## config.mk

```make
export PLATFORM = sky130hd
export DESIGN_NAME = md5_stream_hash_core
export DESIGN_NICKNAME = d
export VERILOG_FILES = /design/src/rtl/md5sh_pkg.sv /design/src/rtl/md5sh_block_store.sv /design/src/rtl/md5sh_round_unit.sv /design/src/rtl/md5sh_sequencer.sv /design/src/rtl/md5_stream_hash_core.sv
export SDC_FILE = /design/constraint.sdc
export NUM_CORES = 2
export LEC_CHECK = 0
export BUFFER_PORTS_ARGS = -buffer_cell sky130_fd_sc_hd__buf_4
export CAP_MARGIN = 20
export CORE_ASPECT_RATIO = 1.2
export CORE_UTILIZATION = 43
export DETAILED_ROUTE_END_ITERATION = 10
export PLACE_DENSITY_LB_ADDON = 0.12
export SLEW_MARGIN = 20
export SYNTH_ARGS = -nofsm -noshare
export SYNTH_HDL_FRONTEND = slang
export SYNTH_HIERARCHICAL = 1
export SYNTH_SLANG_ARGS = --single-unit
```

## constraint.sdc

```tcl
create_clock -name clock -period 14.1 [get_ports clock]
set_input_delay 2.115 -clock clock [delete_from_list [all_inputs] [get_ports clock]]
set_output_delay 2.115 -clock clock [all_outputs]
set_load 0.03 [all_outputs]
```

## src/rtl/md5sh_pkg.sv

```systemverilog
// Package for the streaming MD5 hash core: request/response payload types,
// working-state types, round constants and small round helper functions.
// No dependencies.
package md5sh_pkg;

   typedef enum logic {
      ACT_ABSORB = 1'b0,
      ACT_FINISH = 1'b1
   } md5sh_action_type;

   typedef struct packed {
      logic       action;
      logic [7:0] data_byte;
   } md5sh_req_type;

   typedef struct packed {
      logic [63:0] digest_low;
      logic [63:0] digest_high;
   } md5sh_rsp_type;

   typedef struct packed {
      logic [31:0] a;
      logic [31:0] b;
      logic [31:0] c;
      logic [31:0] d;
   } md5sh_words_type;

   typedef struct packed {
      logic       load;
      logic       step;
      logic [5:0] round;
   } md5sh_rnd_ctrl_type;

   localparam md5sh_words_type INIT_WORDS = '{
      a: 32'h67452301, b: 32'hefcdab89, c: 32'h98badcfe, d: 32'h10325476};

   localparam logic [7:0] PAD_BYTE  = 8'h80;
   localparam logic [5:0] PAD_FILL  = 6'd56;
   localparam logic [5:0] LAST_POS  = 6'd63;
   localparam logic [5:0] LAST_RND  = 6'd63;
   localparam logic [2:0] LAST_LEN  = 3'd7;

   localparam logic [31:0] ROUND_ADD [64] = '{
      32'hd76aa478, 32'he8c7b756, 32'h242070db, 32'hc1bdceee,
      32'hf57c0faf, 32'h4787c62a, 32'ha8304613, 32'hfd469501,
      32'h698098d8, 32'h8b44f7af, 32'hffff5bb1, 32'h895cd7be,
      32'h6b901122, 32'hfd987193, 32'ha679438e, 32'h49b40821,
      32'hf61e2562, 32'hc040b340, 32'h265e5a51, 32'he9b6c7aa,
      32'hd62f105d, 32'h02441453, 32'hd8a1e681, 32'he7d3fbc8,
      32'h21e1cde6, 32'hc33707d6, 32'hf4d50d87, 32'h455a14ed,
      32'ha9e3e905, 32'hfcefa3f8, 32'h676f02d9, 32'h8d2a4c8a,
      32'hfffa3942, 32'h8771f681, 32'h6d9d6122, 32'hfde5380c,
      32'ha4beea44, 32'h4bdecfa9, 32'hf6bb4b60, 32'hbebfbc70,
      32'h289b7ec6, 32'heaa127fa, 32'hd4ef3085, 32'h04881d05,
      32'hd9d4d039, 32'he6db99e5, 32'h1fa27cf8, 32'hc4ac5665,
      32'hf4292244, 32'h432aff97, 32'hab9423a7, 32'hfc93a039,
      32'h655b59c3, 32'h8f0ccc92, 32'hffeff47d, 32'h85845dd1,
      32'h6fa87e4f, 32'hfe2ce6e0, 32'ha3014314, 32'h4e0811a1,
      32'hf7537e82, 32'hbd3af235, 32'h2ad7d2bb, 32'heb86d391
   };

   // Left-rotate amount for a round: row by stage, column by round mod 4.
   function automatic logic [4:0] rot_amount(input logic [5:0] round);
      logic [3:0] sel;
      logic [4:0] amt;
      begin
         sel = {round[5:4], round[1:0]};
         case (sel)
            4'h0: amt = 5'd7;   4'h1: amt = 5'd12;
            4'h2: amt = 5'd17;  4'h3: amt = 5'd22;
            4'h4: amt = 5'd5;   4'h5: amt = 5'd9;
            4'h6: amt = 5'd14;  4'h7: amt = 5'd20;
            4'h8: amt = 5'd4;   4'h9: amt = 5'd11;
            4'ha: amt = 5'd16;  4'hb: amt = 5'd23;
            4'hc: amt = 5'd6;   4'hd: amt = 5'd10;
            4'he: amt = 5'd15;  default: amt = 5'd21;
         endcase
         return amt;
      end
   endfunction

   // Message word used by a round; all arithmetic wraps mod 16.
   function automatic logic [3:0] word_index(input logic [5:0] round);
      logic [3:0] r;
      logic [3:0] idx;
      begin
         r = round[3:0];
         case (round[5:4])
            2'd0:    idx = r;
            2'd1:    idx = r * 4'd5 + 4'd1;
            2'd2:    idx = r * 4'd3 + 4'd5;
            default: idx = r * 4'd7;
         endcase
         return idx;
      end
   endfunction

endpackage

```

## src/rtl/md5sh_block_store.sv

```systemverilog
// 64-byte message block store: byte-wide writes, one 32-bit word read.
// Depends on md5sh_pkg.
module md5sh_block_store (
   input  logic        clock,
   input  logic        wr_en,
   input  logic [5:0]  wr_pos,
   input  logic [7:0]  wr_byte,
   input  logic [3:0]  rd_index,
   output logic [31:0] rd_word
);
   import md5sh_pkg::*;

   logic [31:0] words_ff [16];

   // Bytes land little-endian inside each word.
   always_ff @(posedge clock) begin
      if (wr_en) begin
         words_ff[wr_pos[5:2]][{wr_pos[1:0], 3'b000} +: 8] <= wr_byte;
      end
   end

   assign rd_word = words_ff[rd_index];

endmodule

```

## src/rtl/md5sh_round_unit.sv

```systemverilog
// Shared MD5 round unit: holds the four working words and applies one round
// per step. Depends on md5sh_pkg.
module md5sh_round_unit (
   input  logic                         clock,
   input  md5sh_pkg::md5sh_rnd_ctrl_type ctrl,
   input  md5sh_pkg::md5sh_words_type    seed,
   input  logic [31:0]                  msg_word,
   output md5sh_pkg::md5sh_words_type    work
);
   import md5sh_pkg::*;

   md5sh_words_type work_ff;
   md5sh_words_type work_in;
   logic [31:0]     f_val;
   logic [31:0]     t_sum;
   logic [63:0]     rot_wide;

   always_comb begin
      case (ctrl.round[5:4])
         2'd0:    f_val = (work_ff.b & work_ff.c) | (~work_ff.b & work_ff.d);
         2'd1:    f_val = (work_ff.d & work_ff.b) | (~work_ff.d & work_ff.c);
         2'd2:    f_val = work_ff.b ^ work_ff.c ^ work_ff.d;
         default: f_val = work_ff.c ^ (work_ff.b | ~work_ff.d);
      endcase
      t_sum    = work_ff.a + f_val + ROUND_ADD[ctrl.round] + msg_word;
      rot_wide = {t_sum, t_sum} << rot_amount(ctrl.round);

      work_in = work_ff;
      if (ctrl.load) begin
         work_in = seed;
      end else if (ctrl.step) begin
         work_in.a = work_ff.d;
         work_in.d = work_ff.c;
         work_in.c = work_ff.b;
         work_in.b = work_ff.b + rot_wide[63:32];
      end
   end

   always_ff @(posedge clock) begin
      work_ff <= work_in;
   end

   assign work = work_ff;

endmodule

```

## src/rtl/md5sh_sequencer.sv

```systemverilog
// Sequencer for the MD5 core: byte gathering, padding, round stepping,
// chaining update and digest output register. Depends on md5sh_pkg.
module md5sh_sequencer (
   input  logic                          clock,
   input  logic                          reset,
   input  logic                          req_valid,
   output logic                          req_stall,
   input  md5sh_pkg::md5sh_req_type      req_data,
   output logic                          rsp_valid,
   input  logic                          rsp_stall,
   output md5sh_pkg::md5sh_rsp_type      rsp_data,
   output logic                          put_en,
   output logic [5:0]                    put_pos,
   output logic [7:0]                    put_byte,
   output md5sh_pkg::md5sh_rnd_ctrl_type rnd_ctrl,
   output md5sh_pkg::md5sh_words_type    chain,
   input  md5sh_pkg::md5sh_words_type    work
);
   import md5sh_pkg::*;

   typedef enum logic [4:0] {
      S_IDLE = 5'b00001,
      S_PAD  = 5'b00010,
      S_COMP = 5'b00100,
      S_FOLD = 5'b01000,
      S_EMIT = 5'b10000
   } state_type;

   state_type       state_ff, state_in;
   logic [5:0]      fill_ff, fill_in;
   logic [60:0]     msg_ff, msg_in;
   logic [5:0]      round_ff, round_in;
   logic [2:0]      len_cnt_ff, len_cnt_in;
   logic            len_phase_ff, len_phase_in;
   logic            len_done_ff, len_done_in;
   logic            finishing_ff, finishing_in;
   md5sh_words_type chain_ff, chain_in;
   logic            rsp_valid_ff, rsp_valid_in;
   md5sh_rsp_type   rsp_data_ff, rsp_data_in;
   logic [63:0]     bit_len;
   logic            req_take;

   assign bit_len   = {msg_ff, 3'b000};
   assign req_stall = (state_ff != S_IDLE);
   assign req_take  = req_valid && !req_stall;

   always_comb begin
      state_in     = state_ff;
      fill_in      = fill_ff;
      msg_in       = msg_ff;
      round_in     = round_ff;
      len_cnt_in   = len_cnt_ff;
      len_phase_in = len_phase_ff;
      len_done_in  = len_done_ff;
      finishing_in = finishing_ff;
      chain_in     = chain_ff;
      rsp_data_in  = rsp_data_ff;
      rsp_valid_in = rsp_valid_ff && rsp_stall;
      put_en       = 1'b0;
      put_byte     = 8'h00;
      rnd_ctrl     = '{load: 1'b0, step: 1'b0, round: round_ff};

      unique case (state_ff)
         S_IDLE: begin
            if (req_take) begin
               put_en = 1'b1;
               if (req_data.action == ACT_FINISH) begin
                  put_byte     = PAD_BYTE;
                  finishing_in = 1'b1;
                  len_phase_in = 1'b0;
                  len_cnt_in   = 3'd0;
                  len_done_in  = 1'b0;
                  state_in     = S_PAD;
               end else begin
                  put_byte = req_data.data_byte;
                  msg_in   = msg_ff + 61'd1;
               end
            end
         end
         S_PAD: begin
            put_en = 1'b1;
            if (!len_phase_ff && fill_ff != PAD_FILL) begin
               put_byte = 8'h00;
            end else begin
               put_byte     = bit_len[{len_cnt_ff, 3'b000} +: 8];
               len_phase_in = 1'b1;
               len_cnt_in   = len_cnt_ff + 3'd1;
               if (len_cnt_ff == LAST_LEN) begin
                  len_done_in = 1'b1;
               end
            end
         end
         S_COMP: begin
            rnd_ctrl.step = 1'b1;
            round_in      = round_ff + 6'd1;
            if (round_ff == LAST_RND) begin
               state_in = S_FOLD;
            end
         end
         S_FOLD: begin
            chain_in.a = chain_ff.a + work.a;
            chain_in.b = chain_ff.b + work.b;
            chain_in.c = chain_ff.c + work.c;
            chain_in.d = chain_ff.d + work.d;
            if (!finishing_ff) begin
               state_in = S_IDLE;
            end else if (len_done_ff) begin
               state_in = S_EMIT;
            end else begin
               state_in = S_PAD;
            end
         end
         S_EMIT: begin
            // hold until the output register is free
            if (!rsp_valid_ff || !rsp_stall) begin
               rsp_data_in.digest_low  = {chain_ff.b, chain_ff.a};
               rsp_data_in.digest_high = {chain_ff.d, chain_ff.c};
               rsp_valid_in = 1'b1;
               chain_in     = INIT_WORDS;
               fill_in      = 6'd0;
               msg_in       = 61'd0;
               finishing_in = 1'b0;
               state_in     = S_IDLE;
            end
         end
         default: state_in = S_IDLE;
      endcase

      // a full block starts a compression
      if (put_en) begin
         if (fill_ff == LAST_POS) begin
            fill_in       = 6'd0;
            round_in      = 6'd0;
            rnd_ctrl.load = 1'b1;
            state_in      = S_COMP;
         end else begin
            fill_in = fill_ff + 6'd1;
         end
      end
   end

   always_ff @(posedge clock) begin
      if (reset) begin
         state_ff     <= S_IDLE;
         fill_ff      <= 6'd0;
         msg_ff       <= 61'd0;
         round_ff     <= 6'd0;
         len_cnt_ff   <= 3'd0;
         len_phase_ff <= 1'b0;
         len_done_ff  <= 1'b0;
         finishing_ff <= 1'b0;
         chain_ff     <= INIT_WORDS;
         rsp_valid_ff <= 1'b0;
      end else begin
         state_ff     <= state_in;
         fill_ff      <= fill_in;
         msg_ff       <= msg_in;
         round_ff     <= round_in;
         len_cnt_ff   <= len_cnt_in;
         len_phase_ff <= len_phase_in;
         len_done_ff  <= len_done_in;
         finishing_ff <= finishing_in;
         chain_ff     <= chain_in;
         rsp_valid_ff <= rsp_valid_in;
      end
   end

   always_ff @(posedge clock) begin
      rsp_data_ff <= rsp_data_in;
   end

   assign put_pos   = fill_ff;
   assign chain     = chain_ff;
   assign rsp_valid = rsp_valid_ff;
   assign rsp_data  = rsp_data_ff;

endmodule

```

## src/rtl/md5_stream_hash_core.sv

```systemverilog
// Streaming MD5 hash core, top level: ties the sequencer, the block store
// and the shared round unit. Depends on md5sh_pkg and the md5sh_* modules.
//
// Usage:
//   Requests arrive on req_* (valid/stall). Each request carries an action:
//   absorb appends data_byte to the message, finish pads the message, runs
//   the remaining compressions and posts the 128-bit digest on rsp_*.
//   An absorb request produces no response; a finish produces exactly one.
// Sequencing:
//   An absorb is taken without a stall, except the byte that fills a 64-byte
//   block: req_stall then stays high while 64 rounds run through the single
//   round unit and the chaining update follows.
//   A finish walks the padding one byte per cycle, pausing while a
//   compression runs (one or two), through the same byte path (9 to 72 bytes),
//   and the digest then goes into the output register.
// Reset:
//   reset (synchronous, active high) restores the MD5 initial chaining
//   words, empties the block and the length count and drops any response.
// Back-pressure:
//   The digest sits in an output register; new requests are taken while
//   it waits. A following finish holds in its last step until the register
//   is taken. rsp_data does not change while rsp_valid is high and stalled.
module md5_stream_hash_core (
   input  logic                     clock,
   input  logic                     reset,
   input  logic                     req_valid,
   output logic                     req_stall,
   input  md5sh_pkg::md5sh_req_type req_data,
   output logic                     rsp_valid,
   input  logic                     rsp_stall,
   output md5sh_pkg::md5sh_rsp_type rsp_data
);
   import md5sh_pkg::*;

   logic               put_en;
   logic [5:0]         put_pos;
   logic [7:0]         put_byte;
   logic [31:0]        msg_word;
   md5sh_rnd_ctrl_type rnd_ctrl;
   md5sh_words_type    chain;
   md5sh_words_type    work;

   // control: gather bytes, pad, step the rounds, fold and emit
   md5sh_sequencer u_seq (
      .clock     (clock),
      .reset     (reset),
      .req_valid (req_valid),
      .req_stall (req_stall),
      .req_data  (req_data),
      .rsp_valid (rsp_valid),
      .rsp_stall (rsp_stall),
      .rsp_data  (rsp_data),
      .put_en    (put_en),
      .put_pos   (put_pos),
      .put_byte  (put_byte),
      .rnd_ctrl  (rnd_ctrl),
      .chain     (chain),
      .work      (work)
   );

   // message block, read at the word the current round needs
   md5sh_block_store u_store (
      .clock    (clock),
      .wr_en    (put_en),
      .wr_pos   (put_pos),
      .wr_byte  (put_byte),
      .rd_index (word_index(rnd_ctrl.round)),
      .rd_word  (msg_word)
   );

   // one MD5 round per cycle, seeded from the chaining words
   md5sh_round_unit u_round (
      .clock    (clock),
      .ctrl     (rnd_ctrl),
      .seed     (chain),
      .msg_word (msg_word),
      .work     (work)
   );

endmodule
```

==> After elaboration in Yosys (flattened, before gate mapping) <==
Memories as Yosys holds them, arrays and structs flattened. A register that Yosys moved wholly into a read port is not among the register bits.
Index checks and enable logic that the tools add are counted.
{ "totals": {"ff_bits": 469, "ram_bits": 512, "mem_bits_ro": 2128, "inputBits": 13, "out_inout_bits": 130, "elab_cells": 155, "mem_count": 3} }
{ "classes": {"n_addsub": 15, "n_mul": 3, "magnitude_cmp": 1, "n_eq_ne": 18, "shift": 4, "n_mux": 57, "bitwise": 13, "n_reduce_logical": 22} }
{ "memory_table": {"columns": ["name", "words", "word_bits", "read_ports", "rd_ports_with_merged_regs", "wr", "line", "text"], "rows": [
  ["(name not given)", 64, 32, 1, 0, 0, "md5sh_round_unit.sv:25", "t_sum = work_ff.a + f_val + ROUND_ADD[ctrl.round] + msg_word;"],
  ["u_store.words_ff", 16, 32, 1, 0, 1, "md5sh_block_store.sv:13", "logic [31:0] words_ff [16];"],
  ["(name not given)", 16, 5, 1, 1, 0, "md5sh_pkg.sv:68", "case (sel)"]
]} }
{ "op_table": {"columns": ["cell", "count"], "rows": [
  ["two-way mux 128 bit", 3],
  ["adder 32 bit", 8],
  ["one-hot mux 128 bit (2 select lines)", 1],
  ["two-way mux 61 bit", 3],
  ["AND 32 bit", 4],
  ["one-hot mux 61 bit (2 select lines)", 1],
  ["two-way mux 32 bit", 3],
  ["bitwise OR 32 bit", 3],
  ["one-hot mux 32 bit (3 select lines)", 1],
  ["bitwise XOR 32 bit", 3],
  ["NOT 32 bit", 2],
  ["variable part select 64 x 7 -> 8 bit", 1],
  ["left shift 64 x 5 -> 64 bit", 1],
  ["adder 61 x 1 -> 61 bit, second input constant", 1],
  ["two-way mux 6 bit", 7],
  ["two-way mux 5 bit", 8],
  ["variable shift 8 x 7 -> 32 bit, first input constant", 1],
  ["variable part select 8 x 7 -> 32 bit", 1],
  ["one-hot mux 5 bit (5 select lines)", 1],
  ["two-way mux 8 bit", 3],
  ["one-hot mux 8 bit (2 select lines)", 1],
  ["two-way mux 1 bit", 15],
  ["adder 6 x 1 -> 6 bit, second input constant", 2],
  ["== test 6 bit, second input constant", 2],
  ["other kinds (33)", 57]
]} }

==> Logic depth before layout (Yosys ltp) <==
{ "logic_depth": {"ltp_word": 11, "depth_mapped": 44, "ltp_nobuf": 42} }

==> By module <==
The synthesis kept the hierarchy.
{ "by_module_without_submodules": {"columns": ["module", "n_inst", "cells_per_inst", "area_each_um2", "seq_area_each_um2"], "rows": [
  ["md5sh_block_store", 1, 921, 19764.0, 15374.7],
  ["md5sh_sequencer", 1, 1918, 18375.1, 8107.8],
  ["md5sh_round_unit", 1, 2180, 17505.5, 3843.7],
  ["md5_stream_hash_core", 1, 44, 355.3, 0.0]
]} }

==> Least setup slack after synthesis <==
No wires, ideal clock.
{ "synth_path": {"path_kind": "register to register", "start": "register u_seq.round_ff[1]", "end": "register u_round.work_ff (netlist bit u_round/work[95]), data pin", "setup_time_ns": 0.257, "arrival_time_ns": 9.516, "required_ns": 13.843, "path_slack_ns": 4.327, "path_stages_with_launch": 42, "n_path_buf": 3, "period_less_slack_ns": 9.773, "cell_sequence": "dfxtp_1 inv_1 ha_1 fa_1 xnor2_1 xnor2_1 a32o_1 nor3_2 nor2b_1 clkbuf_1 clkbuf_1 a22oi_1 nand2_1 inv_1 fa_1 fa_1 inv_1 ha_1 [... 6 more ...] nor3_4 nor2_1 mux4_2 a211oi_1 a21oi_1 mux2_2 ha_1 a21o_1 a21o_1 a2111oi_0 o221ai_1 nand2_1 nand4b_1 a31oi_1 mux2_2 nor2_1 or4_1 nor3b_2"} }
{ "synth_lines": {"columns": ["element", "line", "text"], "rows": [
  ["start: declaration", "md5sh_sequencer.sv:32", "logic [5:0] round_ff, round_in;"],
  ["start signal: assignment", "md5sh_sequencer.sv:158", "round_ff <= round_in;"],
  ["end signal: assignment", "md5sh_round_unit.sv:40", "work_ff <= work_in;"],
  ["end: declaration", "md5sh_round_unit.sv:12", "md5sh_words_type work_ff;"]
]} }

==> impl_metrics.csv <==
group,metric,value,unit
status,outcome,"finished clean",
route,wirelength,180.4,mm
clock_network,h-tree-depth,3,
logic_synthesis,yosys_warnings,6,
logic_synthesis,muxShareOfSynthArea,9.181,%
placement,pre_cts_slack,2.438,ns
logic_synthesis,synth_compound_gate_area_share,15.07,%
route,drt_iter0_drc,3684,
logic_synthesis,synthXorXnorAreaFrac,3.973,%
placement,place_congestion,0.9497,
final_layout,layout_commonest_cell,"edfxtp_1",
logic_synthesis,syn_avg_cell_area,11.06,µm²
global_route,grt_pass1_vias,40368,
logic_synthesis,yosysUniqueCellTypes,100,
logic_synthesis,synth_edf_count,768,
route,postRouteAntennaNets,0,
logic_synthesis,syn_area,56000,µm²
global_route,grt_max_degree,181,
clock_network,cts_sinks,981,
route,first_pass_iters,7,
worst_setup_path,worstPathArrival,12.25,ns
worst_setup_path,crit_path_start,"u_seq/round_ff[1]$_SDFF_PP0_",
pwr,ir_drop,0.0001174,V
final_layout,nets,5403,
clock_network,post-cts-setup-buffers,0,
sta,timing.fmax,84.88,MHz
logic_synthesis,yosysSeqAreaShare,48.80,%
worst_setup_path,cp_data_required_time,14.57,ns
clock_network,clk_pin_slew,0.07,ns
clock_network,clock-root-buffer,"clkbuf_16",
global_route,grt_antenna_before_repair,1,
logic_synthesis,synth_cells,5063,
placement,port_buffers,142,
logic_synthesis,synth_top_family_by_area,"compound AO/OA/AOI/OAI gates",
logic_synthesis,synth-simple-area-share,11.77,%
route,via_per_inst,6.102,
floorplan,coreArea,128800,µm²
clock_network,tritoncts,"done",
logic_synthesis,syn_nets,5369,
clock_network,clockBufferDepth,3,
placement,dp.cells,6673,
logic_synthesis,ys.flop_type,"edfxtp_1",
worst_setup_path,worst_setup_path_end_kind,"register",
worst_setup_path,critPathKind,"register to register",
clock_network,post_cts_resized,0,
floorplan,die_w,331.4,µm
logic_synthesis,async_flop_share,0,%
final_layout,final_layout_size_suffix_gt1_share,13.24,%
worst_setup_path,startpoint_type,"register",
final_layout,final_core_util,48.29,%
route,dr_total_vias,41873,
floorplan,dieArea,131700,µm²
final_layout,regArea,27340,µm²
hold_path,hp-start,"u_seq/chain[29]$_SDFFE_PP0P_",
sta,min_period,11.78,ns
floorplan,start_util,43.47,%
logic_synthesis,synth_fa_ha_area_share,7.775,%
floorplan,ios,143,
global_route,grt_pass1_wl,266.3,mm
sta,period_share,83.55,%
hold_path,hold_depth,2,
sta,setup_tns,0,ns
clock_network,cts_made_buffers,101,
worst_setup_path,r2r_cells,43,
sta,worst_slew_pin_slew,1.176,ns
floorplan,row_count,144,
pwr,power_density,102.5,nW/µm²
sta,setup_ws,2.319,ns
route,wl_per_cell,26.28,µm
final_layout,fill_cells,11621,
placement,hpwlAfterDp,130.0,mm
pwr,p_leak,22.06,nW
sta,grt_setup_unrepaired,"no",
final_layout,multi_input_area,26880,µm²
clock_network,clock_latency,0.73,ns
worst_setup_path,regToRegStartpoint,"u_seq/round_ff[1]$_SDFF_PP0_",
sta,slew_headroom,21.63,%
route,drc_errors,0,
final_layout,insertedDiodeCount,0,
sta,clock_skew,0.03499,ns
hold_path,holdCritPathClass,"register to register",
worst_setup_path,crit_path_frequent_cell,"inv_1",
final_layout,fin_cells,6862,
sta,setup_viol,0,
final_layout,final_cell_mix,"768 x edfxtp_1, 433 x nor2_1, 365 x nand2_1",
worst_setup_path,cp_slowest_stage_delay,0.92,ns
worst_setup_path,cp_max_fo,28,
sta,hold_viol,0,
worst_setup_path,slowest_stage,"a2111oi_0",
final_layout,area_growth,11.09,%
sta,drv_slew,0,
job,drv_cap,0,
global_route,overflow,0,
clock_network,cts_hold_buf,0,
floorplan,die_h,397.3,µm
logic_synthesis,ys_ff_latch,981,
global_route,track_usage,26.94,%
-- worst max-delay path: cells and delay by family, from the launching register on --
kind / cells / cell delay (ns)
adder cells (fa/ha/maj): 7 / 2.65
multiplexers: 5 / 1.35
XOR/XNOR: 3 / 0.45
flip-flops: 1 / 0.54
AO/OA/AOI/OAI: 11 / 3.10
AND/OR/NAND/NOR: 10 / 2.25
buffers and inverters: 7 / 1.20
-- metal layers --
layer / wire (µm) / up-vias / track usage, %
met5: 13 / - / 0
met2: 88080 / 1379 / 45.76
met1: 73970 / 21030 / 34.32
li1: - / 19142 / -
met3: 9430 / 320 / 3.115
met4: 8855 / 2 / 12.90
-- per-stage QoR --
step	area [µm²]	hold slack, ns	total power [mW]
2_1_floorplan	56000	0.4406	3.489
3_3_place_gp	58720	0.4821	3.621
3_5_place_dp	58720	0.4875	3.623
4_1_cts	62200	0.4981	6.435
5_1_grt	62210	0.5150	6.588
6_report	62210	0.4983	6.379
-- registers in the layout, indices dropped and copies added, names as in the netlist, 3 cells and up --
register and flops:
u_seq/msg_ff 61, u_seq/len_cnt_ff 3, u_store/words_ff 512, u_seq/rsp_data 128, u_seq/round_ff 6, u_seq/chain 128
u_round/work 128, u_seq/put_pos 6, u_seq/state_ff 5
-- final cells by class --
| class | count | area share (%) |
|---|---|---|
| Clock buffer | 131 | 4.404 |
| Clock inverter | 58 | 1.199 |
| Inverter | 222 | 1.347 |
| Multi-Input combinational cell | 3591 | 43.21 |
| Sequential cell | 981 | 43.95 |
| Tap cell | 1679 | 3.377 |
| Timing Repair Buffer | 200 | 2.514 |
-- cells in the mapped netlist (all sizes together) (64+ instances only) --
master,number,area [µm²]
a21o,83,623.1
a21oi,329,1650
a22oi,106,795.8
a31oi,79,494.2
buf,64,310.3
clkbuf,205,779.5
dfxtp,213,4264
edfxtp,768,23060
fa,69,1381
ha,224,2803
inv,220,825.8
mux2,105,1182
mux4,150,3378
nand2,366,1374
nand3,128,640.6
nor2,437,1640
nor3,130,671.9
o21ai,280,1401
xnor2,121,1060
xor2,133,1165
-- power breakdown --
| group | internal (mW) | switching [mW] |
|---|---|---|
| Combinational | 0.171 | 0.294 |
| Clock | 1.64 | 1.17 |
| Sequential | 3.10 | 0.00419 |
| Total | 4.91 | 1.47 |
-- kinds of logic after synthesis --
| logic type | Yosys count |
|---|---|
| AOI/OAI and AO/OA | 1309 |
| xor gates and xnor gates | 254 |
| adders and majority gates | 310 |
| buffers and inverters | 491 |
| DFF | 981 |
| muxes | 313 |
| and+or+nand+nor | 1405 |
-- final timing paths --
check                                  to  slack (ns)
max            u_round/work[95]$_DFFE_PP_        2.32
min          u_seq/chain[29]$_SDFFE_PP0P_        0.50
max reg2reg    u_round/work[95]$_DFFE_PP_        2.32
min reg2reg  u_seq/chain[29]$_SDFFE_PP0P_        0.50
No activity file was read; power rests on OpenSTA's default activity.
